File: src/sv/grt_pkg.sv
// Shared types and constants for the group reverse transposer.
`timescale 1ns / 1ps

package grt_pkg;

  localparam int DATA_W = 8;
  localparam int SIZE_W = 6;
  localparam int CMP_W  = SIZE_W + 1;

  localparam logic [SIZE_W-1:0] GROUP_SIZE_RESET = SIZE_W'(4);

  // register index, taken from paddr[2]
  localparam logic REG_GROUP_SIZE = 1'b0;

  typedef enum logic [2:0] {
    ST_FILL = 3'b001,
    ST_READ = 3'b010,
    ST_SHOW = 3'b100
  } state_t;

  typedef struct packed {
    logic accept;
    logic rd_en;
    logic dec_ptr;
    logic out_valid;
  } cmd_t;

  typedef struct packed {
    logic in_valid;
    logic out_ready;
    logic group_done;
    logic ptr_zero;
  } status_t;

endpackage

File: src/sv/grt_in_if.sv
// Input channel: one character of a line with its line-end flag.
`timescale 1ns / 1ps

interface grt_in_if;
  logic                     valid;
  logic                     ready;
  logic [grt_pkg::DATA_W-1:0] char_in;
  logic                     line_end;

  modport source (output valid, output char_in, output line_end, input ready);
  modport sink   (input valid, input char_in, input line_end, output ready);
endinterface

File: src/sv/grt_out_if.sv
// Output channel: one character of the transposed line with its flags.
`timescale 1ns / 1ps

interface grt_out_if;
  logic                     valid;
  logic                     ready;
  logic [grt_pkg::DATA_W-1:0] char_out;
  logic                     line_end_out;
  logic                     group_last;

  modport source (output valid, output char_out, output line_end_out, output group_last,
                  input ready);
  modport sink   (input valid, input char_out, input line_end_out, input group_last,
                  output ready);
endinterface

File: src/sv/grt_ram.sv
// Generic single-write, single-read RAM with registered read data.
`timescale 1ns / 1ps

module grt_ram #(
  parameter int WIDTH = 8,
  parameter int DEPTH = 32
) (
  input  logic                                      clk,
  input  logic                                      wr_en,
  input  logic [(DEPTH > 1 ? $clog2(DEPTH) : 1)-1:0] wr_addr,
  input  logic [WIDTH-1:0]                          wr_data,
  input  logic                                      rd_en,
  input  logic [(DEPTH > 1 ? $clog2(DEPTH) : 1)-1:0] rd_addr,
  output logic [WIDTH-1:0]                          rd_data
);

  logic [WIDTH-1:0] mem [DEPTH];

  always_ff @(posedge clk) begin
    if (wr_en) begin
      mem[wr_addr] <= wr_data;
    end
    if (rd_en) begin
      rd_data <= mem[rd_addr];
    end
  end

endmodule

File: src/sv/grt_ctrl.sv
// Controller: sequences group fill, per-character read and output transfer.
`timescale 1ns / 1ps

module grt_ctrl (
  input  logic             clk,
  input  logic             rst,
  input  grt_pkg::status_t sts,
  output grt_pkg::cmd_t    cmd
);

  grt_pkg::state_t state, state_next;

  always_ff @(posedge clk) begin
    if (rst) begin
      state <= grt_pkg::ST_FILL;
    end else begin
      state <= state_next;
    end
  end

  always_comb begin
    state_next    = state;
    cmd.accept    = 1'b0;
    cmd.rd_en     = 1'b0;
    cmd.dec_ptr   = 1'b0;
    cmd.out_valid = 1'b0;
    case (state)
      grt_pkg::ST_FILL: begin
        cmd.accept = sts.in_valid;
        if (sts.in_valid && sts.group_done) begin
          state_next = grt_pkg::ST_READ;
        end
      end
      grt_pkg::ST_READ: begin
        cmd.rd_en  = 1'b1;
        state_next = grt_pkg::ST_SHOW;
      end
      grt_pkg::ST_SHOW: begin
        cmd.out_valid = 1'b1;
        if (sts.out_ready) begin
          if (sts.ptr_zero) begin
            state_next = grt_pkg::ST_FILL;
          end else begin
            cmd.dec_ptr = 1'b1;
            state_next  = grt_pkg::ST_READ;
          end
        end
      end
      default: begin
        state_next = grt_pkg::ST_FILL;
      end
    endcase
  end

endmodule

File: src/sv/grt_dp.sv
// Datapath: group store, fill count, drain pointer and output fields.
`timescale 1ns / 1ps

module grt_dp #(
  parameter int MAX_GROUP = 32
) (
  input  logic                        clk,
  input  logic                        rst,
  input  grt_pkg::cmd_t               cmd,
  input  logic [grt_pkg::SIZE_W-1:0]  group_size,
  input  logic [grt_pkg::DATA_W-1:0]  char_in,
  input  logic                        line_end,
  output logic                        group_done,
  output logic                        ptr_zero,
  output logic [grt_pkg::DATA_W-1:0]  char_out,
  output logic                        line_end_out,
  output logic                        group_last
);

  localparam int AW = (MAX_GROUP > 1) ? $clog2(MAX_GROUP) : 1;

  logic [AW-1:0]             fill_count;
  logic [AW-1:0]             rd_ptr;
  logic                      last_flag;
  logic [grt_pkg::CMP_W-1:0] eff_size;
  logic [grt_pkg::CMP_W-1:0] count;

  // zero counts as one, oversize clamps to the store depth
  always_comb begin
    if (group_size == '0) begin
      eff_size = grt_pkg::CMP_W'(1);
    end else if ({1'b0, group_size} > grt_pkg::CMP_W'(MAX_GROUP)) begin
      eff_size = grt_pkg::CMP_W'(MAX_GROUP);
    end else begin
      eff_size = {1'b0, group_size};
    end
  end

  assign count      = grt_pkg::CMP_W'(fill_count) + grt_pkg::CMP_W'(1);
  assign group_done = line_end || (count >= eff_size);
  assign ptr_zero   = (rd_ptr == '0);

  always_ff @(posedge clk) begin
    if (rst) begin
      fill_count <= '0;
    end else if (cmd.accept) begin
      if (group_done) begin
        fill_count <= '0;
      end else begin
        fill_count <= fill_count + AW'(1);
      end
    end
  end

  always_ff @(posedge clk) begin
    if (cmd.accept && group_done) begin
      rd_ptr    <= fill_count;
      last_flag <= line_end;
    end else if (cmd.dec_ptr) begin
      rd_ptr <= rd_ptr - AW'(1);
    end
  end

  grt_ram #(
    .WIDTH (grt_pkg::DATA_W),
    .DEPTH (MAX_GROUP)
  ) u_store (
    .clk     (clk),
    .wr_en   (cmd.accept),
    .wr_addr (fill_count),
    .wr_data (char_in),
    .rd_en   (cmd.rd_en),
    .rd_addr (rd_ptr),
    .rd_data (char_out)
  );

  assign line_end_out = last_flag && ptr_zero;
  assign group_last   = ptr_zero;

endmodule

File: src/sv/group_reverse_transposer_core.sv
// Top level of the group reverse transposer: APB register, controller and datapath.
`timescale 1ns / 1ps

// Characters stream in on in_ch and are collected into groups of group_size
// (APB register at byte address 0, reset 4; 0 acts as 1, values above
// MAX_GROUP act as MAX_GROUP). A group is sent out reversed on out_ch when it
// is full or when line_end marks the last character; group_last flags the
// final character of each group and line_end_out the final one of a line.
// A character that does not close a group is taken in the cycle it is offered.
// A character that closes a group is taken the same way; the group then
// drains character by character, each one read from the group store
// (registered read) and then held on out_ch until ready takes it; no input is
// taken during the drain. Write group_size only while the block is idle.

module group_reverse_transposer_core #(
  parameter int MAX_GROUP = 32
) (
  input  logic        clk,
  input  logic        rst,
  input  logic        psel,
  input  logic        penable,
  input  logic        pwrite,
  input  logic [2:0]  paddr,
  input  logic [31:0] pwdata,
  output logic [31:0] prdata,
  output logic        pready,
  grt_in_if.sink      in_ch,
  grt_out_if.source   out_ch
);

  logic [grt_pkg::SIZE_W-1:0] group_size;
  grt_pkg::cmd_t              cmd;
  grt_pkg::status_t           sts;
  logic                       group_done;
  logic                       ptr_zero;

  assign pready = 1'b1;

  always_ff @(posedge clk) begin
    if (rst) begin
      group_size <= grt_pkg::GROUP_SIZE_RESET;
    end else if (psel && penable && pwrite && pready && paddr[2] == grt_pkg::REG_GROUP_SIZE) begin
      group_size <= pwdata[grt_pkg::SIZE_W-1:0];
    end
  end

  always_comb begin
    if (paddr[2] == grt_pkg::REG_GROUP_SIZE) begin
      prdata = {{(32 - grt_pkg::SIZE_W){1'b0}}, group_size};
    end else begin
      prdata = '0;
    end
  end

  assign sts.in_valid   = in_ch.valid;
  assign sts.out_ready  = out_ch.ready;
  assign sts.group_done = group_done;
  assign sts.ptr_zero   = ptr_zero;

  grt_ctrl u_ctrl (
    .clk (clk),
    .rst (rst),
    .sts (sts),
    .cmd (cmd)
  );

  grt_dp #(
    .MAX_GROUP (MAX_GROUP)
  ) u_dp (
    .clk          (clk),
    .rst          (rst),
    .cmd          (cmd),
    .group_size   (group_size),
    .char_in      (in_ch.char_in),
    .line_end     (in_ch.line_end),
    .group_done   (group_done),
    .ptr_zero     (ptr_zero),
    .char_out     (out_ch.char_out),
    .line_end_out (out_ch.line_end_out),
    .group_last   (out_ch.group_last)
  );

  assign in_ch.ready  = cmd.accept || (!in_ch.valid && !cmd.rd_en && !cmd.out_valid);
  assign out_ch.valid = cmd.out_valid;

endmodule

File: src/flat_wrapper.sv
// flat-port wrapper written by rule: the top's interface ports become plain ports
module group_reverse_transposer_core_flat 
#(
  parameter int MAX_GROUP = 32
)
  (clk, rst, psel, penable, pwrite, paddr, pwdata, prdata, pready, in_ch_valid, in_ch_char_in, in_ch_line_end, in_ch_ready, out_ch_valid, out_ch_char_out, out_ch_line_end_out, out_ch_group_last, out_ch_ready);
  grt_in_if in_ch_i ();
  grt_out_if out_ch_i ();
  input  logic clk;
  input  logic rst;
  input  logic psel;
  input  logic penable;
  input  logic pwrite;
  input  logic [2:0] paddr;
  input  logic [31:0] pwdata;
  output logic [31:0] prdata;
  output logic pready;
  input wire logic [$bits(in_ch_i.valid)-1:0] in_ch_valid;
  input wire logic [$bits(in_ch_i.char_in)-1:0] in_ch_char_in;
  input wire logic [$bits(in_ch_i.line_end)-1:0] in_ch_line_end;
  output wire logic [$bits(in_ch_i.ready)-1:0] in_ch_ready;
  output wire logic [$bits(out_ch_i.valid)-1:0] out_ch_valid;
  output wire logic [$bits(out_ch_i.char_out)-1:0] out_ch_char_out;
  output wire logic [$bits(out_ch_i.line_end_out)-1:0] out_ch_line_end_out;
  output wire logic [$bits(out_ch_i.group_last)-1:0] out_ch_group_last;
  input wire logic [$bits(out_ch_i.ready)-1:0] out_ch_ready;
  assign in_ch_i.valid = in_ch_valid;
  assign in_ch_i.char_in = in_ch_char_in;
  assign in_ch_i.line_end = in_ch_line_end;
  assign in_ch_ready = in_ch_i.ready;
  assign out_ch_valid = out_ch_i.valid;
  assign out_ch_char_out = out_ch_i.char_out;
  assign out_ch_line_end_out = out_ch_i.line_end_out;
  assign out_ch_group_last = out_ch_i.group_last;
  assign out_ch_i.ready = out_ch_ready;
  group_reverse_transposer_core #(.MAX_GROUP(MAX_GROUP)) u_core (.clk(clk), .rst(rst), .psel(psel), .penable(penable), .pwrite(pwrite), .paddr(paddr), .pwdata(pwdata), .prdata(prdata), .pready(pready), .in_ch(in_ch_i), .out_ch(out_ch_i));
endmodule
File: config.mk
export PLATFORM = sky130hd
export DESIGN_NAME = group_reverse_transposer_core_flat
export DESIGN_NICKNAME = d
export VERILOG_FILES = /design/src/sv/grt_pkg.sv /design/src/sv/grt_in_if.sv /design/src/sv/grt_out_if.sv /design/src/sv/grt_ram.sv /design/src/sv/grt_ctrl.sv /design/src/sv/grt_dp.sv /design/src/sv/group_reverse_transposer_core.sv /design/src/flat_wrapper.sv
export SDC_FILE = /design/constraint.sdc
export NUM_CORES = 1
export LEC_CHECK = 0
export BUFFER_PORTS_ARGS = -buffer_cell sky130_fd_sc_hd__buf_2
export CORE_ASPECT_RATIO = 1.2
export CORE_MARGIN = 2
export CORE_UTILIZATION = 53
export DETAILED_ROUTE_END_ITERATION = 7
export HOLD_SLACK_MARGIN = 0.06
export PLACE_DENSITY = 0.72
export SETUP_SLACK_MARGIN = 0.5
export SLEW_MARGIN = 20
export SYNTH_ARGS = -nofsm -noshare
export SYNTH_HDL_FRONTEND = slang
export SYNTH_SLANG_ARGS = --single-unit
File: constraint.sdc
create_clock -name clk -period 8.32 [get_ports clk]
set_input_delay 1.664 -clock clk [delete_from_list [all_inputs] [get_ports clk]]
set_output_delay 1.664 -clock clk [all_outputs]
set_load 0.05 [all_outputs]
* Yosys cells after proc, flatten, opt, wreduce, memory -nomap -nowiden
Memory sizes are Yosys's and may differ from the RTL's. A register that Yosys moved wholly into a read port is not among the register bits.
Cells that the tools add are included.
W data, S select, Z words.
** Word-level totals
- Flip-flop bits (word level) :: 20
- RAM bits :: 256
- Input port bits :: 51
- Output and inout port bits :: 45
- Logic and storage cells :: 51
- Memories kept :: 1
** Operators by class
- $add $sub $neg :: 3
- $lt $le $gt $ge :: 2
- Equal/unequal tests :: 5
- Multiplexer cells :: 17
- Bitwise gates (word level) :: 1
- Reductions and logical operators :: 17
** Memories
- u_core.u_dp.u_store.mem :: depth 32, width 8, rd ports 1, clocked after Yosys merged registers in 1, wr ports 1, line grt_ram.sv:17 : logic [WIDTH-1:0] mem [DEPTH];
** Operators with widths (number)
- $mux W6 :: 3
- $mux W5 :: 3
- $pmux W3 S3 :: 1
- $logic_and A1 B1 Y1 :: 8
- $ge A6 B7 Y1 :: 1
- $add A5 B1 Y6 const B :: 1
- $gt A6 B6 Y1 const B :: 1
- $logic_not A6 Y1 :: 1
- $mux W1 :: 6
- $mux W3 :: 2
- $add A5 B1 Y5 const B :: 1
- $logic_not A5 Y1 :: 1
- $sub A5 B1 Y5 const B :: 1
- $mux W2 :: 2
- $ne A2 B2 Y1 const B :: 2
- $eq A3 B1 Y1 const B :: 1
- $eq A3 B2 Y1 const B :: 1
- $eq A3 B3 Y1 const B :: 1
- $logic_not A1 Y1 :: 3
- $logic_or A1 B1 Y1 :: 2
- $reduce_and A2 Y1 :: 1
- $reduce_bool A2 Y1 :: 1
- $not A1 Y1 :: 1

* Longest topological paths before layout
- Depth in word-level cells :: 8
- Gate-level depth with buffers :: 9
- Mapped depth without buffers :: 9

* Cells and area by module
From an unflattened synthesis, not the netlist that was laid out.
** Unflattened totals
- Cell total of the unflattened synthesis :: 584
- Area total of the unflattened synthesis :: 11717.5 um^2
** Modules (own cells, without submodules)
- grt_ram :: instances 1, cells each 417, area an instance 10133.5 um^2, seq. area each 7927.6 um^2
- grt_dp :: instances 1, cells each 85, area an instance 863.3 um^2, seq. area each 280.3 um^2
- group_reverse_transposer_core :: instances 1, cells each 64, area an instance 549.3 um^2, seq. area each 120.1 um^2
- grt_ctrl :: instances 1, cells each 18, area an instance 171.4 um^2, seq. area each 60.1 um^2

* Worst setup path before layout
No wires, ideal clock.
- Path kind :: input to output
- Start point :: in in_ch_valid
- End point :: out in_ch_ready
- Data arrival time :: 2.996 ns
- Data required time :: 6.656 ns
- Setup slack :: 3.660 ns
- Stages on the path :: 2
- Path buffers :: 0
- Cell sequence :: nor2b_1 -> o32ai_1
** Between the ends
- Cells in the longest elaborated chain, start to end :: 4
- Elaborated cells between the ends (all ways) :: 5
- Classes of those cells :: mux (1); reduce/logical (4)
** Ends and longest elaborated chain
- start: declaration :: line flat_wrapper.sv:18 : input wire logic [$bits(in_ch_i.valid)-1:0] in_ch_valid;
- $logic_not A1 Y1 :: line group_reverse_transposer_core.sv:83 : assign in_ch.ready = cmd.accept || (!in_ch.valid && !cmd.rd_en && !cmd.out_valid);
- $logic_and A1 B1 Y1 (2 in series) :: line group_reverse_transposer_core.sv:83
- $logic_or A1 B1 Y1 (*) :: line group_reverse_transposer_core.sv:83
- end: declaration :: line flat_wrapper.sv:21 : output wire logic [$bits(in_ch_i.ready)-1:0] in_ch_ready;
Mark *: on every way between the ends. The rest lies on a longest branch, timed or not.

* Worst setup path in the final report
- Start point :: reg u_core.u_dp.rd_ptr[1]
- End point :: out out_ch_line_end_out
** Between the ends
- Cells in the longest elaborated chain, start to end :: 2
** Ends and longest elaborated chain
- start: declaration :: line grt_dp.sv:23 : logic [AW-1:0] rd_ptr;
- start signal: assignment :: line grt_dp.sv:57 : rd_ptr <= fill_count;
- start signal: assignment :: line grt_dp.sv:60 : rd_ptr <= rd_ptr - AW'(1);
- $logic_not A5 Y1 :: line grt_dp.sv:41 : assign ptr_zero = (rd_ptr == '0);
- $logic_and A1 B1 Y1 :: line grt_dp.sv:77 : assign line_end_out = last_flag && ptr_zero;
- end: declaration :: line flat_wrapper.sv:24 : output wire logic [$bits(out_ch_i.line_end_out)-1:0] out_ch_line_end_out;
No other way between the ends.

==> run_results.csv <==
group,metric,value,unit
sta,max_clock_freq,0.241,GHz
worst_setup_path,timing.critical_path.required,6.66,ns
drt,wl_met3,1280,um
worst_setup_path,setup.worst_path.start_class,"flip-flop",
global_routing,grt_pass1_vias,6064,
synth,synthesis.area_per_instance,17.2,um2
drt,drt_pass1_iterations,5,
worst_setup_path,setup.worst_path.end_class,"output port",
sta,finalSetupViolCount,0,
synth,yosys_warnings,0,
synth,mapped_cells,676,
final_layout,final_layout_size_suffix_gt1_frac,0.213,
clock_tree,clock_tree.htree_level_count,1,
sta,worst_clock_skew,0.0139,ns
synth,yosys.area_share.simple,0.0496,
place,gp_congestion,0.760,
power_and_ir_drop,max-vdd-ir-drop,0.180,mV
floorplanning,initial_utilization,0.538,
clock_tree,clk_pin_slew_worst_paths,0.06,ns
final_layout,p_r_area_growth_vs_syn,10.3,%
drt,via_total_after_detailed_routing,5912,
final_layout,fin_nets,780,
drt,routed_via_density,5.85,
clock_tree,clock_tree.root_cell,"sky130_fd_sc_hd__clkbuf_16",
sta,tns,0,ns
floorplanning,io_pins,96,
drt,drtIter0Drc,482,
worst_setup_path,critPathSlowestCell,"sky130_fd_sc_hd__edfxtp_1",
clock_tree,worstSkewPairLatency,0.53,ns
global_routing,number_of_antenna_violations_at_the_first_check_in_global_routing,0,
sta,report.final.hold_viol_count,0,
drt,drtAntennaViolNets,0,
floorplanning,die_width,139,um
worst_setup_path,slowest_delay,0.49,ns
worst_setup_path,worstPathMaxFanout,5,
run_status,outcome,"complete, no violations",
worst_setup_path,timing.critical_path.max_delay_family,"simple AND/OR/NAND/NOR gates",
drt,routedLengthMet1,8820,um
drt,dr.max_layer_used,"met4",
floorplanning,fp.dieH,166,um
worst_setup_path,critPathBufInv,2,
drt,dr_wl_met2,12000,um
worst_hold_path,min_delay_worst_type,"reg2reg",
drt,remaining_drc_errors,0,
sta,max_slew.worst_pin.slew,0.982,ns
power_and_ir_drop,static-leakage-power,0.00433,uW
final_layout,antenna_cells_inserted,0,
drt,drt-wirelength-per-cell,22.6,um
sta,final.period_utilization,0.498,
clock_tree,cts-buffers-inserted,26,
global_routing,grt_pass1_wl,34900,um
floorplanning,full_die_area,0.0232,mm2
sta,rsz0062_at_grt,"no",
drt,drt_wl_total,22800,um
synth,synth.area.mux_share,0.130,
synth,area_of_the_mapped_netlist,0.0116,mm2
clock_tree,cts_setup_buffers,0,
synth,synth_compound_area_frac,0.0492,
synth,synth_seq_cells,284,
sta,hold_slack,0.529,ns
floorplanning,placeableCoreArea,0.0216,mm2
flow_run,drv_cap,0,
worst_setup_path,critPathArrivalTime,2.48,ns
power_and_ir_drop,powerDensity,262,mW/mm2
sta,slew_headroom,0.344,
final_layout,final_common_cell,"sky130_fd_sc_hd__edfxtp_1",
clock_tree,ctsLongestPathBuffers,3,
clock_tree,clock_sink_count,284,
clock_tree,clock_tree_from_tritoncts,"done",
global_routing,grt_start_max_net_pins,65,
synth,synthXorXnorAreaFrac,0.00527,
sta,slew_violations,0,
worst_setup_path,cp_cell_sequence,"inv_1 > ha_1 > nor3b_1 > nor2b_1 > and2_1 > buf_2",
synth,post_synth_fa_ha_maj_area_fraction,0.0118,
clock_tree,holdBufCountCts,0,
synth,dominant_combinational_cell_family_by_area_after_synthesis,"multiplexers",
clock_tree,post_cts_resized,0,
floorplanning,placement_rows,59,
synth,seq_area_frac_synth,0.721,
final_layout,filler_cell_count,1584,
place,io_buffer_count,40,
sta,finalWorstPathRequiredPeriod,4.14,ns
place,post-dp-hpwl,14400,um
worst_setup_path,path_class,"reg2out",
synth,synth_cell_types,45,
global_routing,groute.usage.overall,0.197,
global_routing,globalRouteOverflowTotal,0,
final_layout,mostFrequentLayoutCells,"sky130_fd_sc_hd__edfxtp_1 (270), sky130_fd_sc_hd__nor2_1 (55), sky130_fd_sc_hd__buf_2 (40), sky130_fd_sc_hd__mux2i_1 (39)",
==> cell usage after synthesis (all sizes together) <==
cell    instances  area share
a21o            2      0.0014
a21oi          24       0.010
nor4            1     0.00054
a22oi          21       0.014
a22o            1     0.00075
nand2b          2      0.0011
nor2b           9      0.0048
clkbuf          8      0.0026
or3             1     0.00054
nor4bb          1     0.00086
nor2           58       0.019
xor2            4      0.0030
nand3b          3      0.0019
o32ai           1     0.00075
a211oi          1     0.00065
nor3b           4      0.0030
o21ai           2      0.0012
mux2           35       0.035
mux4           32       0.062
ha             11       0.012
and2            1     0.00054
nand4b          1     0.00075
nand2          21      0.0068
or3b            2      0.0015
inv             7      0.0023
nand3          14      0.0060
a211o           3      0.0023
nor3            3      0.0013
mux2i          39       0.034
buf            47       0.027
a221oi          9      0.0068
and3            1     0.00054
dfxtp          14       0.024
xnor2           3      0.0023
edfxtp        270        0.70
conb            2     0.00065
a41oi           1      0.0024
o22ai          17      0.0091
==> sequential cells by signal (all words and copies together) (netlist names) <==
signal and cells:
u_core.u_dp.fill_count 5, u_core.u_dp.rd_ptr 5, u_core.u_ctrl.state 3, u_core.group_size 6, u_core.u_dp.last_flag 1, u_core.u_dp.u_store.mem 256, u_core.u_dp.u_store.rd_data 8
==> stage by stage <==
stage / worst slack, ns / utilization / instance area [um2] / cells / power (uW)
2_1_floorplan: 3.66 / - / 11700 / 701 / 2070
3_3_place_gp: 4.23 / 0.553 / 12000 / 964 / 2190
3_5_place_dp: 4.22 / 0.553 / 12000 / 964 / 2200
4_1_cts: 4.21 / 0.592 / 12800 / 1011 / 3370
5_1_grt: 4.05 / 0.593 / 12800 / 1011 / 3470
6_report: 4.18 / 0.593 / 12800 / 1011 / 3360
==> worst paths after layout <==
kind	from	endpoint	slack, ns	cells past startpoint
max	u_core.u_dp.rd_ptr[1]	out_ch_line_end_out	4.18	6
min	u_core.u_dp.fill_count[1]	u_core.u_dp.fill_count[1]	0.53	2
max reg2reg	u_core.u_dp.rd_ptr[2]	u_core.u_dp.u_store.rd_data[7]	5.24	7
min reg2reg	u_core.u_dp.fill_count[1]	u_core.u_dp.fill_count[1]	0.53	2
==> where the power goes <==
group          internal (uW)  leakage [uW]  switching, uW
clock network            698      0.000419            488
registers               1610       0.00255           29.1
logic                    201       0.00137            333
total                   2510       0.00433            850
==> metal layers <==
| metal | global-route usage | up-vias |
|---|---|---|
| li1 | - | 2686 |
| met1 | 0.244 | 2987 |
| met2 | 0.353 | 197 |
| met3 | 0.0309 | 42 |
| met4 | 0.0663 | 0 |
| met5 | 0 | - |
==> final cells by class <==
type | instances | area, um2 | area share
flip-flops and latches | 284 | 8390 | 0.654
multi-input cells | 355 | 2980 | 0.232
clock buffers | 39 | 771 | 0.0601
well taps | 274 | 343 | 0.0267
repair buffers | 44 | 230 | 0.0180
clock inverters | 8 | 85.1 | 0.00663
inverters | 7 | 26.3 | 0.00205
==> worst min-delay path: cells and delay by family, from the launching register on <==
family | cells | cell delay [ns]
AOI/OAI and AO/OA | 1 | 0.06
DFF | 1 | 0.35
and+or+nand+nor | 1 | 0.07
==> cells by family after synthesis <==
family / Yosys count
and+or+nand+nor: 122
other: 2
DFF: 284
muxes: 106
AOI/OAI and AO/OA: 82
adders and majority gates: 11
buffers and inverters: 62
xor gates and xnor gates: 7
No activity file was read; power rests on OpenSTA's default activity.
